**src/afbd_pkg.sv**
```systemverilog
//==============================================================================
// afbd_pkg
// Shared types, constants and the exp2 table of the anchor-free box decoder.
//==============================================================================
package afbd_pkg;

   // Default grid and class limits
   localparam int DEF_MAX_GRID    = 1024;
   localparam int DEF_MAX_CLASSES = 256;

   // Classes of the face head
   localparam int FACE_CLASSES = 2;

   // Control/status register port
   localparam int CSR_IDX_W  = 8;
   localparam int CSR_DATA_W = 16;
   localparam logic [CSR_IDX_W-1:0] CSR_SCORE_THRESHOLD = 8'd0;
   localparam logic [CSR_IDX_W-1:0] CSR_CLASS_COUNT     = 8'd1;

   localparam logic [15:0] RST_SCORE_THRESHOLD = 16'd32768;
   localparam logic [7:0]  RST_CLASS_COUNT     = 8'd80;

   // Datapath widths
   localparam int CTR_SUM_W = 24;   // offset + cell, Q.12
   localparam int CTR_W     = 33;   // centre, Q.12 pixels
   localparam int HALF_W    = 32;   // half size, Q.12 pixels
   localparam int CORNER_W  = 36;   // corner before rounding
   localparam int COORD_W   = 24;   // Q20.4 output

   localparam logic signed [27:0] COORD_MAX = 28'sd8388607;
   localparam logic signed [27:0] COORD_MIN = -28'sd8388608;

   // log2(e) in Q.16
   localparam logic signed [17:0] LOG2E_Q16 = 18'sd94548;

   // round(2^(i/16) * 65536), i = 0..16
   localparam logic [17:0] POW2_FRAC [17] = '{
      18'd65536,  18'd68438,  18'd71468,  18'd74632,  18'd77936,
      18'd81386,  18'd84990,  18'd88752,  18'd92682,  18'd96785,
      18'd101070, 18'd105545, 18'd110218, 18'd115098, 18'd120194,
      18'd125515, 18'd131072
   };

   // Configuration as seen by the datapath
   typedef struct packed {
      logic [15:0] score_threshold;
      logic [7:0]  class_count;
   } cfg_type;

endpackage

```
**src/afbd_csr.sv**
```systemverilog
//==============================================================================
// afbd_csr
// Configuration registers: score threshold and class count.
//==============================================================================
module afbd_csr (
   input  logic                           clock,
   input  logic                           reset,
   input  logic                           csr_valid,
   output logic                           csr_ready,
   input  logic [afbd_pkg::CSR_IDX_W-1:0] csr_index,
   input  logic [afbd_pkg::CSR_DATA_W-1:0] csr_wdata,
   output afbd_pkg::cfg_type              cfg
);
   import afbd_pkg::*;

   logic [15:0] threshold_ff;
   logic [7:0]  class_count_ff;
   logic        csr_write;

   assign csr_ready = ~reset;
   assign csr_write = csr_valid & csr_ready;

   // Register write decode; unknown indexes are dropped
   always_ff @(posedge clock) begin
      if (reset) begin
         threshold_ff   <= RST_SCORE_THRESHOLD;
         class_count_ff <= RST_CLASS_COUNT;
      end else if (csr_write) begin
         unique case (csr_index)
            CSR_SCORE_THRESHOLD: threshold_ff   <= csr_wdata[15:0];
            CSR_CLASS_COUNT:     class_count_ff <= csr_wdata[7:0];
            default: ;
         endcase
      end
   end

   assign cfg.score_threshold = threshold_ff;
   assign cfg.class_count     = class_count_ff;

endmodule

```
**src/afbd_half_size.sv**
```systemverilog
//==============================================================================
// afbd_half_size
// Four-stage pipeline: half of exp(log size) * stride in Q.12 pixels.
//==============================================================================
module afbd_half_size (
   input  logic                              clock,
   input  logic signed [15:0]                log_size,
   input  logic [7:0]                        stride,
   output logic [afbd_pkg::HALF_W-1:0]       half_size
);
   import afbd_pkg::*;

   // Stage 1: log size times log2(e)
   logic signed [33:0] prod_in, prod_ff;
   logic [7:0]         stride1_ff;

   // Stage 2: split exponent / fraction, table and interpolation product
   logic signed [21:0] y;
   logic signed [5:0]  exp_in, exp2_ff;
   logic [4:0]         idx_lo, idx_hi;
   logic [11:0]        frac_lo;
   logic [12:0]        diff;
   logic [17:0]        base_ff;
   logic [24:0]        interp_in, interp_ff;
   logic [7:0]         stride2_ff;

   // Stage 3: mantissa times stride
   logic [17:0]        mant;
   logic [25:0]        p_in, p_ff;
   logic signed [5:0]  exp3_ff;

   // Stage 4: scale by 2^(e-5)
   logic signed [5:0]  shamt;
   logic [4:0]         rshamt;
   logic [HALF_W-1:0]  half_in, half_ff;

   assign prod_in = 34'(log_size) * LOG2E_Q16;

   always_ff @(posedge clock) begin
      prod_ff    <= prod_in;
      stride1_ff <= stride;
   end

   // floor(prod / 4096), then e = floor(y / 65536), f = y mod 65536
   assign y       = prod_ff[33:12];
   assign exp_in  = y[21:16];
   assign idx_lo  = {1'b0, y[15:12]};
   assign idx_hi  = idx_lo + 5'd1;
   assign frac_lo = y[11:0];
   assign diff    = 13'(POW2_FRAC[idx_hi] - POW2_FRAC[idx_lo]);
   assign interp_in = 25'(diff) * 25'(frac_lo);

   always_ff @(posedge clock) begin
      base_ff    <= POW2_FRAC[idx_lo];
      interp_ff  <= interp_in;
      exp2_ff    <= exp_in;
      stride2_ff <= stride1_ff;
   end

   assign mant = base_ff + 18'(interp_ff[24:12]);
   assign p_in = 26'(mant) * 26'(stride2_ff);

   always_ff @(posedge clock) begin
      p_ff    <= p_in;
      exp3_ff <= exp2_ff;
   end

   // Left shift up to 6, right shift up to 17
   assign shamt  = exp3_ff - 6'sd5;
   assign rshamt = 5'(-shamt);

   always_comb begin
      if (shamt >= 6'sd0) begin
         half_in = HALF_W'(p_ff) << shamt[2:0];
      end else begin
         half_in = HALF_W'(p_ff) >> rshamt;
      end
   end

   always_ff @(posedge clock) begin
      half_ff <= half_in;
   end

   assign half_size = half_ff;

endmodule

```
**src/anchor_free_box_decode.sv**
```systemverilog
//==============================================================================
// anchor_free_box_decode
// Decodes one grid cell / class score pair into a thresholded pixel box.
//==============================================================================
// Usage:
//   A request (one cell paired with one class score) is taken at a rising
//   edge with start high and busy low. busy is high only while reset is
//   applied, so a new request may be issued every cycle.
//   A request that passes the range, class and score checks produces one
//   box on the rsp_ ports, marked by rsp_valid for exactly one cycle; a
//   request that fails produces nothing. Results keep request order.
//   A request passes through five register stages: score/sum,
//   threshold/centre and exp2 table, mantissa times stride, exponent
//   shift, corner round and saturate. Throughput is one request per
//   cycle outside reset. The receiver cannot stall; results are never
//   held back. Registers are written on the csr_ channel (index 0 score
//   threshold, index 1 class count); the user must write them only while
//   no request is in flight, which the block itself does not enforce.
//   csr_ready is high outside reset. Reset (synchronous) clears the
//   pipeline and loads threshold 32768 and class count 80.
//==============================================================================
module anchor_free_box_decode #(
   parameter int MAX_GRID    = afbd_pkg::DEF_MAX_GRID,
   parameter int MAX_CLASSES = afbd_pkg::DEF_MAX_CLASSES
) (
   input  logic                            clock,
   input  logic                            reset,
   // request channel
   input  logic                            start,
   output logic                            busy,
   input  logic                            req_mode,
   input  logic [15:0]                     req_objectness,
   input  logic [15:0]                     req_class_score,
   input  logic [7:0]                      req_class_index,
   input  logic signed [15:0]              req_reg_dx,
   input  logic signed [15:0]              req_reg_dy,
   input  logic signed [15:0]              req_reg_log_w,
   input  logic signed [15:0]              req_reg_log_h,
   input  logic [9:0]                      req_cell_col,
   input  logic [9:0]                      req_cell_row,
   input  logic [7:0]                      req_stride,
   // result channel
   output logic                            rsp_valid,
   output logic signed [23:0]              rsp_box_x_min,
   output logic signed [23:0]              rsp_box_y_min,
   output logic signed [23:0]              rsp_box_x_max,
   output logic signed [23:0]              rsp_box_y_max,
   output logic [8:0]                      rsp_label,
   output logic [15:0]                     rsp_score,
   // configuration channel
   input  logic                            csr_valid,
   output logic                            csr_ready,
   input  logic [afbd_pkg::CSR_IDX_W-1:0]  csr_index,
   input  logic [afbd_pkg::CSR_DATA_W-1:0] csr_wdata
);
   import afbd_pkg::*;

   cfg_type cfg;
   logic    accept;

   // Round Q.12 half up to Q.4 and saturate to 24 bits
   function automatic logic signed [COORD_W-1:0] round_sat(
      input logic signed [CORNER_W-1:0] v
   );
      logic signed [CORNER_W-1:0] t;
      logic signed [27:0]         q;
      t = v + CORNER_W'(128);
      q = 28'(t >>> 8);
      if (q > COORD_MAX) begin
         q = COORD_MAX;
      end else if (q < COORD_MIN) begin
         q = COORD_MIN;
      end
      return COORD_W'(q);
   endfunction

   afbd_csr u_csr (
      .clock     (clock),
      .reset     (reset),
      .csr_valid (csr_valid),
      .csr_ready (csr_ready),
      .csr_index (csr_index),
      .csr_wdata (csr_wdata),
      .cfg       (cfg)
   );

   assign busy   = reset;
   assign accept = start & ~busy;

   // ---------------------------------------------------------------- stage 1
   logic                        grid_ok, class_ok, pass_in;
   logic signed [CTR_SUM_W-1:0] sumx_in, sumy_in;
   logic [8:0]                  label_in;
   logic                        v1_ff, pass1_ff;
   logic [31:0]                 sprod1_ff;
   logic signed [CTR_SUM_W-1:0] sumx1_ff, sumy1_ff;
   logic [7:0]                  stride1_ff;
   logic [8:0]                  label1_ff;

   assign grid_ok  = (32'(req_cell_col) < MAX_GRID) && (32'(req_cell_row) < MAX_GRID);
   assign class_ok = (32'(req_class_index) < MAX_CLASSES) &&
                     (req_mode ? (32'(req_class_index) < FACE_CLASSES)
                               : (req_class_index < cfg.class_count));
   assign pass_in  = grid_ok && class_ok && (req_objectness >= cfg.score_threshold);

   assign sumx_in  = CTR_SUM_W'(req_reg_dx) + $signed({2'b00, req_cell_col, 12'h000});
   assign sumy_in  = CTR_SUM_W'(req_reg_dy) + $signed({2'b00, req_cell_row, 12'h000});
   assign label_in = 9'(req_class_index) + (req_mode ? 9'(cfg.class_count) : 9'd0);

   always_ff @(posedge clock) begin
      if (reset) begin
         v1_ff <= 1'b0;
      end else begin
         v1_ff <= accept;
      end
   end

   always_ff @(posedge clock) begin
      pass1_ff   <= pass_in;
      sprod1_ff  <= 32'(req_objectness) * 32'(req_class_score);
      sumx1_ff   <= sumx_in;
      sumy1_ff   <= sumy_in;
      stride1_ff <= req_stride;
      label1_ff  <= label_in;
   end

   // ---------------------------------------------------------------- stage 2
   logic                    keep2_in, keep2_ff;
   logic [15:0]             score2_ff;
   logic signed [CTR_W-1:0] stride_s;
   logic signed [CTR_W-1:0] cx2_ff, cy2_ff;
   logic [8:0]              label2_ff;

   assign keep2_in = v1_ff && pass1_ff && (sprod1_ff[31:16] >= cfg.score_threshold);
   assign stride_s = $signed({25'd0, stride1_ff});

   always_ff @(posedge clock) begin
      if (reset) begin
         keep2_ff <= 1'b0;
      end else begin
         keep2_ff <= keep2_in;
      end
   end

   always_ff @(posedge clock) begin
      score2_ff <= sprod1_ff[31:16];
      cx2_ff    <= CTR_W'(sumx1_ff) * stride_s;
      cy2_ff    <= CTR_W'(sumy1_ff) * stride_s;
      label2_ff <= label1_ff;
   end

   // ------------------------------------------------------- stages 3 and 4
   logic                    keep3_ff, keep4_ff;
   logic [15:0]             score3_ff, score4_ff;
   logic signed [CTR_W-1:0] cx3_ff, cy3_ff, cx4_ff, cy4_ff;
   logic [8:0]              label3_ff, label4_ff;

   always_ff @(posedge clock) begin
      if (reset) begin
         keep3_ff <= 1'b0;
         keep4_ff <= 1'b0;
      end else begin
         keep3_ff <= keep2_ff;
         keep4_ff <= keep3_ff;
      end
   end

   always_ff @(posedge clock) begin
      score3_ff <= score2_ff;
      score4_ff <= score3_ff;
      cx3_ff    <= cx2_ff;
      cx4_ff    <= cx3_ff;
      cy3_ff    <= cy2_ff;
      cy4_ff    <= cy3_ff;
      label3_ff <= label2_ff;
      label4_ff <= label3_ff;
   end

   // Half sizes, aligned with stage 4
   logic [HALF_W-1:0] half_w, half_h;

   afbd_half_size u_half_w (
      .clock     (clock),
      .log_size  (req_reg_log_w),
      .stride    (req_stride),
      .half_size (half_w)
   );

   afbd_half_size u_half_h (
      .clock     (clock),
      .log_size  (req_reg_log_h),
      .stride    (req_stride),
      .half_size (half_h)
   );

   // ---------------------------------------------------------------- stage 5
   logic signed [CORNER_W-1:0] cx_e, cy_e, hw_e, hh_e;
   logic                       rsp_valid_ff;
   logic signed [COORD_W-1:0]  x_min_ff, y_min_ff, x_max_ff, y_max_ff;
   logic [8:0]                 label_ff;
   logic [15:0]                score_ff;

   assign cx_e = CORNER_W'(cx4_ff);
   assign cy_e = CORNER_W'(cy4_ff);
   assign hw_e = $signed({4'h0, half_w});
   assign hh_e = $signed({4'h0, half_h});

   always_ff @(posedge clock) begin
      if (reset) begin
         rsp_valid_ff <= 1'b0;
      end else begin
         rsp_valid_ff <= keep4_ff;
      end
   end

   always_ff @(posedge clock) begin
      x_min_ff <= round_sat(cx_e - hw_e);
      y_min_ff <= round_sat(cy_e - hh_e);
      x_max_ff <= round_sat(cx_e + hw_e);
      y_max_ff <= round_sat(cy_e + hh_e);
      label_ff <= label4_ff;
      score_ff <= score4_ff;
   end

   assign rsp_valid     = rsp_valid_ff;
   assign rsp_box_x_min = x_min_ff;
   assign rsp_box_y_min = y_min_ff;
   assign rsp_box_x_max = x_max_ff;
   assign rsp_box_y_max = y_max_ff;
   assign rsp_label     = label_ff;
   assign rsp_score     = score_ff;

   // ------------------------------------------------------------- checks
   // A result always comes from an accepted request
   a_rsp_from_req: assert property (@(posedge clock) disable iff (reset)
      rsp_valid |-> $past(accept, 5))
      else $error("result without matching request");

   // Nothing leaves the pipeline right after a reset edge
   a_rsp_after_reset: assert property (@(posedge clock)
      reset |=> !rsp_valid)
      else $error("result right after reset");

   // Corners are ordered since half size is never negative
   a_box_order: assert property (@(posedge clock) disable iff (reset)
      rsp_valid |-> (rsp_box_x_min <= rsp_box_x_max) && (rsp_box_y_min <= rsp_box_y_max))
      else $error("box corners out of order");

   // A zero stride collapses the box to the origin
   a_zero_stride: assert property (@(posedge clock) disable iff (reset)
      rsp_valid && ($past(req_stride, 5) == 8'd0) |->
         (rsp_box_x_min == 24'sd0) && (rsp_box_x_max == 24'sd0) &&
         (rsp_box_y_min == 24'sd0) && (rsp_box_y_max == 24'sd0))
      else $error("zero stride gave a non-empty box");

endmodule
```
**config.mk**
```make
export PLATFORM = sky130hd
export DESIGN_NAME = anchor_free_box_decode
export DESIGN_NICKNAME = d
export VERILOG_FILES = /design/src/afbd_pkg.sv /design/src/afbd_csr.sv /design/src/afbd_half_size.sv /design/src/anchor_free_box_decode.sv
export SDC_FILE = /design/constraint.sdc
export NUM_CORES = 2
export LEC_CHECK = 0
export ABC_CLOCK_PERIOD_IN_PS = 10400
export BUFFER_PORTS_ARGS = -buffer_cell sky130_fd_sc_hd__buf_2
export CAP_MARGIN = 5
export CELL_PAD_IN_SITES_DETAIL_PLACEMENT = 2
export CELL_PAD_IN_SITES_GLOBAL_PLACEMENT = 2
export CORE_UTILIZATION = 41
export CTS_CLUSTER_DIAMETER = 30
export CTS_CLUSTER_SIZE = 24
export DETAILED_ROUTE_END_ITERATION = 8
export PLACE_DENSITY_LB_ADDON = 0.1
export SYNTH_ARGS = -nofsm -noshare
export SYNTH_HDL_FRONTEND = slang
export SYNTH_SLANG_ARGS = --single-unit
```
**constraint.sdc**
```tcl
create_clock -name clock -period 10.4 [get_ports clock]
set_clock_uncertainty 0.05 [all_clocks]
set_input_delay 0.52 -clock clock [delete_from_list [all_inputs] [get_ports clock]]
set_output_delay 0.52 -clock clock [all_outputs]
set_load 0.01 [all_outputs]
```
==> load_flow_metrics.sql <==
INSERT INTO impl_metrics (metric_group, metric, value, unit) VALUES
('yosys', 'parity_gate_share_of_the_synthesized_area_counting_xor_and_xnor_cells', '4.099', '%'),
('worst_setup_path', 'worst_setup_path_start_kind', 'flop', ''),
('global_routing', 'antenna_violations_before_repair', '11', ''),
('layout', 'mostFrequentLayoutCells', 'sky130_fd_sc_hd__inv_1, sky130_fd_sc_hd__fa_1, sky130_fd_sc_hd__ha_1, sky130_fd_sc_hd__nand2_1, sky130_fd_sc_hd__dfxtp_1', ''),
('layout', 'nNetsFinal', '11690', ''),
('global_routing', 'track_usage', '27.26', '%'),
('sta', 'final_period_minus_worst_setup_slack', '9.563', 'ns'),
('sta', 'finalCritPeriodShare', '91.95', '%'),
('yosys', 'synth_top_family_by_area', 'adder cells', ''),
('floorplanning', 'std_cell_rows', '163', ''),
('yosys', 'synth_top_cell_area_share', '26.26', '%'),
('yosys', 'synth.net_count', '11410', ''),
('yosys', 'seq_area_frac_synth', '18.42', '%'),
('worst_setup_path', 'cp.required', '11.03', 'ns'),
('worst_setup_path', 'worst_path_largest_cell_delay', '0.53', 'ns'),
('drt', 'first_pass_iters', '5', ''),
('yosys', 'arithmetic_cell_share_of_the_synthesized_area_counting_full_adders_half_adders_and_majority_gates', '42.44', '%'),
('drt', 'drt_drc_violations_left', '0', ''),
('floorplanning', 'starting_density_of_the_core', '41.43', '%'),
('worst_hold_path', 'worst_hold_path.num_cells', '3', ''),
('placement', 'postPlaceCellArea', '0.08619', 'mm²'),
('worst_setup_path', 'critPathSlowestCell', 'sky130_fd_sc_hd__fa_1', ''),
('worst_setup_path', 'worst_ep_arrival_time', '10.19', 'ns'),
('global_routing', 'wire_length_of_the_first_global_routing_pass', '436300', 'µm'),
('sta', 'worst_pin_slew', '1.246', 'ns'),
('floorplanning', 'ioPinCount', '285', ''),
('drt', 'initialDrtViolationCount', '2582', ''),
('yosys', 'synth.lib_cells_used.distinct', '85', ''),
('clock_tree', 'cts.path.max_buffers', '3', ''),
('status', 'outcome', 'complete, no violations', ''),
('floorplanning', 'die_area', '0.2019', 'mm²'),
('drt', 'avgViaCountPerCell', '5.274', ''),
('layout', 'layout-area-overhead-vs-synth', '13.90', '%'),
('drt', 'postRouteAntennaNets', '0', ''),
('yosys', 'yosys.area_share.simple', '14.10', '%'),
('clock_tree', 'clockRootBuffer', 'sky130_fd_sc_hd__clkbuf_16', ''),
('floorplanning', 'die-width', '449.3', 'µm'),
('clock_tree', 'clock_sinks', '755', ''),
('sta', 'max_slew_violations', '0', ''),
('layout', 'mostFrequentLayoutCell', 'sky130_fd_sc_hd__inv_1', ''),
('worst_setup_path', 'cpMostUsedCell', 'sky130_fd_sc_hd__o21ai_0', ''),
('worst_hold_path', 'hold_path_class', 'input pin to flop', ''),
('yosys', 'synth_top_flop_cell', 'sky130_fd_sc_hd__dfxtp_1', ''),
('clock_tree', 'tritoncts', 'built', ''),
('placement', 'total_of_buffers_placed_on_input_and_output_ports', '284', ''),
('yosys', 'yosys_register_bits', '755', ''),
('yosys', 'ys_top_cells_by_area', 'sky130_fd_sc_hd__fa_1, sky130_fd_sc_hd__dfxtp_1, sky130_fd_sc_hd__ha_1, sky130_fd_sc_hd__inv_1, sky130_fd_sc_hd__and2_1', ''),
('sta', 'relSlewSlack', '16.55', '%'),
('placement', 'place.gp.congestion', '0.8320', ''),
('placement', 'post_detailed_placement_half_perimeter_wirelength', '203600', 'µm'),
('yosys', 'synth_edf_count', '0', ''),
('sta', 'clock.fmax', '0.1046', 'GHz'),
('flow_run', 'drv_cap', '0', ''),
('placement', 'dpl_worst_slack', '0.4459', 'ns'),
('clock_tree', 'insertion_delay', '0.87', 'ns'),
('drt', 'totalWireLength', '272500', 'µm'),
('sta', 'post-route-worst-setup-slack', '0.8371', 'ns'),
('yosys', 'synthesized_area_fraction_occupied_by_ao_oa_aoi_and_oai_cells', '10.57', '%'),
('sta', 'finalHoldViolations', '0', ''),
('drt', 'wl_per_cell', '22.35', 'µm'),
('clock_tree', 'cts_post_setup_buffers_inserted', '0', ''),
('layout', 'finish.instance_area', '0.09344', 'mm²'),
('drt', 'route.vias.total', '64320', ''),
('worst_setup_path', 'worst-setup-path-type', 'flop to flop', ''),
('global_routing', 'first_global_vias', '75870', ''),
('layout', 'layout_cell_share_with_drive_strength_beyond_1', '8.338', '%'),
('yosys', 'post_synth_inst_count', '9114', ''),
('floorplanning', 'design.core.area', '0.1980', 'mm²'),
('yosys', 'asyncSetResetFlopFracSynth', '0', '%'),
('yosys', 'ys.warnings.count', '0', ''),
('yosys', 'synth.avg_cell_area', '9.002', 'µm²');
==> timing repair <==
action | in CTS | in global routing
setup endpoints to repair | 0 | 2
endpoints found under the hold margin | 62 | 0
hold buffers | 56 | 0
gates resized for setup | 0 | 4
==> critical path: cells and delay by family, from the launching register on <==
family	cells	cell delay [ns]
AO/OA/AOI/OAI	16	3.15
adder cells (fa/ha/maj)	7	3.16
AND/OR/NAND/NOR	9	1.75
flip-flops	1	0.52
buffers and inverters	6	0.66
XOR/XNOR	1	0.16
==> per-layer routing <==
metal	vias to the layer above	GRT usage (%)	share of wire [%]
met5	-	0	0.017
met4	6	7.988	2.7
met3	411	2.979	2.8
met2	1015	48.98	51
met1	33430	34.16	43
li1	29460	-	-
==> registers in the layout, summed over array words and instances (netlist names), 22 cells and up <==
name and cells:
cx2_ff 33, cx3_ff 33, cx4_ff 33, cy2_ff 33
cy3_ff 33, cy4_ff 33, u_half_h.half_size 32, u_half_w.half_size 32
u_half_h.p_ff 26, u_half_w.p_ff 26, rsp_box_x_max 24, rsp_box_x_min 24
rsp_box_y_max 24, rsp_box_y_min 24, sumx1_ff 24, sumy1_ff 24
u_half_h.prod_ff 22, u_half_w.prod_ff 22
==> final cells by class <==
class,instances,area [µm²],area share [%]
timing repair buffer,413,2530,2.707
clock inverter,106,1629,1.743
antenna,9,22.52,0.02410
inverter,1666,6254,6.692
sequential,755,15130,16.19
tap,2640,3303,3.535
multi-input combinational,6377,59540,63.72
clock buffer,230,5034,5.387
==> final timing paths <==
check | slack [ns] | start | endpoint
setup / recovery | 0.84 | u_half_h.prod_ff[25] | u_half_h.interp_ff[24]
hold / removal | 0.07 | req_cell_row[8] | sumy1_ff[20]
setup reg to reg | 0.84 | u_half_h.prod_ff[25] | u_half_h.interp_ff[24]
hold reg to reg | 0.22 | cy3_ff[3] | cy4_ff[3]
==> metrics by stage <==
stage | hold WS, ns | utilization (%) | instances
after global routing | 0.03556 | 47.18 | 12190
after global placement | 0.2603 | 43.52 | 11800
final | 0.06783 | 47.19 | 12200
after detailed placement | 0.2632 | 43.52 | 11800
after CTS | 0.004011 | 47.17 | 12190
after floorplan | 0.2596 | - | 9114
==> synth_stat cells, drive strengths merged, types with 17 or more instances <==
| cell type | instances |
|---|---|
| a211oi | 35 |
| a21boi | 32 |
| a21o | 188 |
| a21oi | 437 |
| a31oi | 46 |
| and2 | 600 |
| and3 | 53 |
| buf | 30 |
| clkbuf | 286 |
| dfxtp | 755 |
| fa | 1076 |
| ha | 1061 |
| inv | 1664 |
| mux2 | 21 |
| mux2i | 78 |
| nand2 | 927 |
| nand2b | 107 |
| nand3 | 103 |
| nand4 | 40 |
| nor2 | 317 |
| nor2b | 75 |
| nor3 | 70 |
| o211ai | 26 |
| o21a | 45 |
| o21ai | 331 |
| o21bai | 43 |
| o22ai | 41 |
| o311a | 17 |
| o31ai | 19 |
| or2 | 17 |
| or3 | 36 |
| xnor2 | 278 |
| xor2 | 106 |
==> kinds of logic after synthesis <==
group	count (synthesis)
flops	755
fa+ha+maj	2137
simple gates	2372
compound gates	1384
mux	100
xor+xnor	384
buf+inv	1982
Power is not shown: default switching activity piles up to over one toggle a cycle in this logic, so the estimate is an artifact.
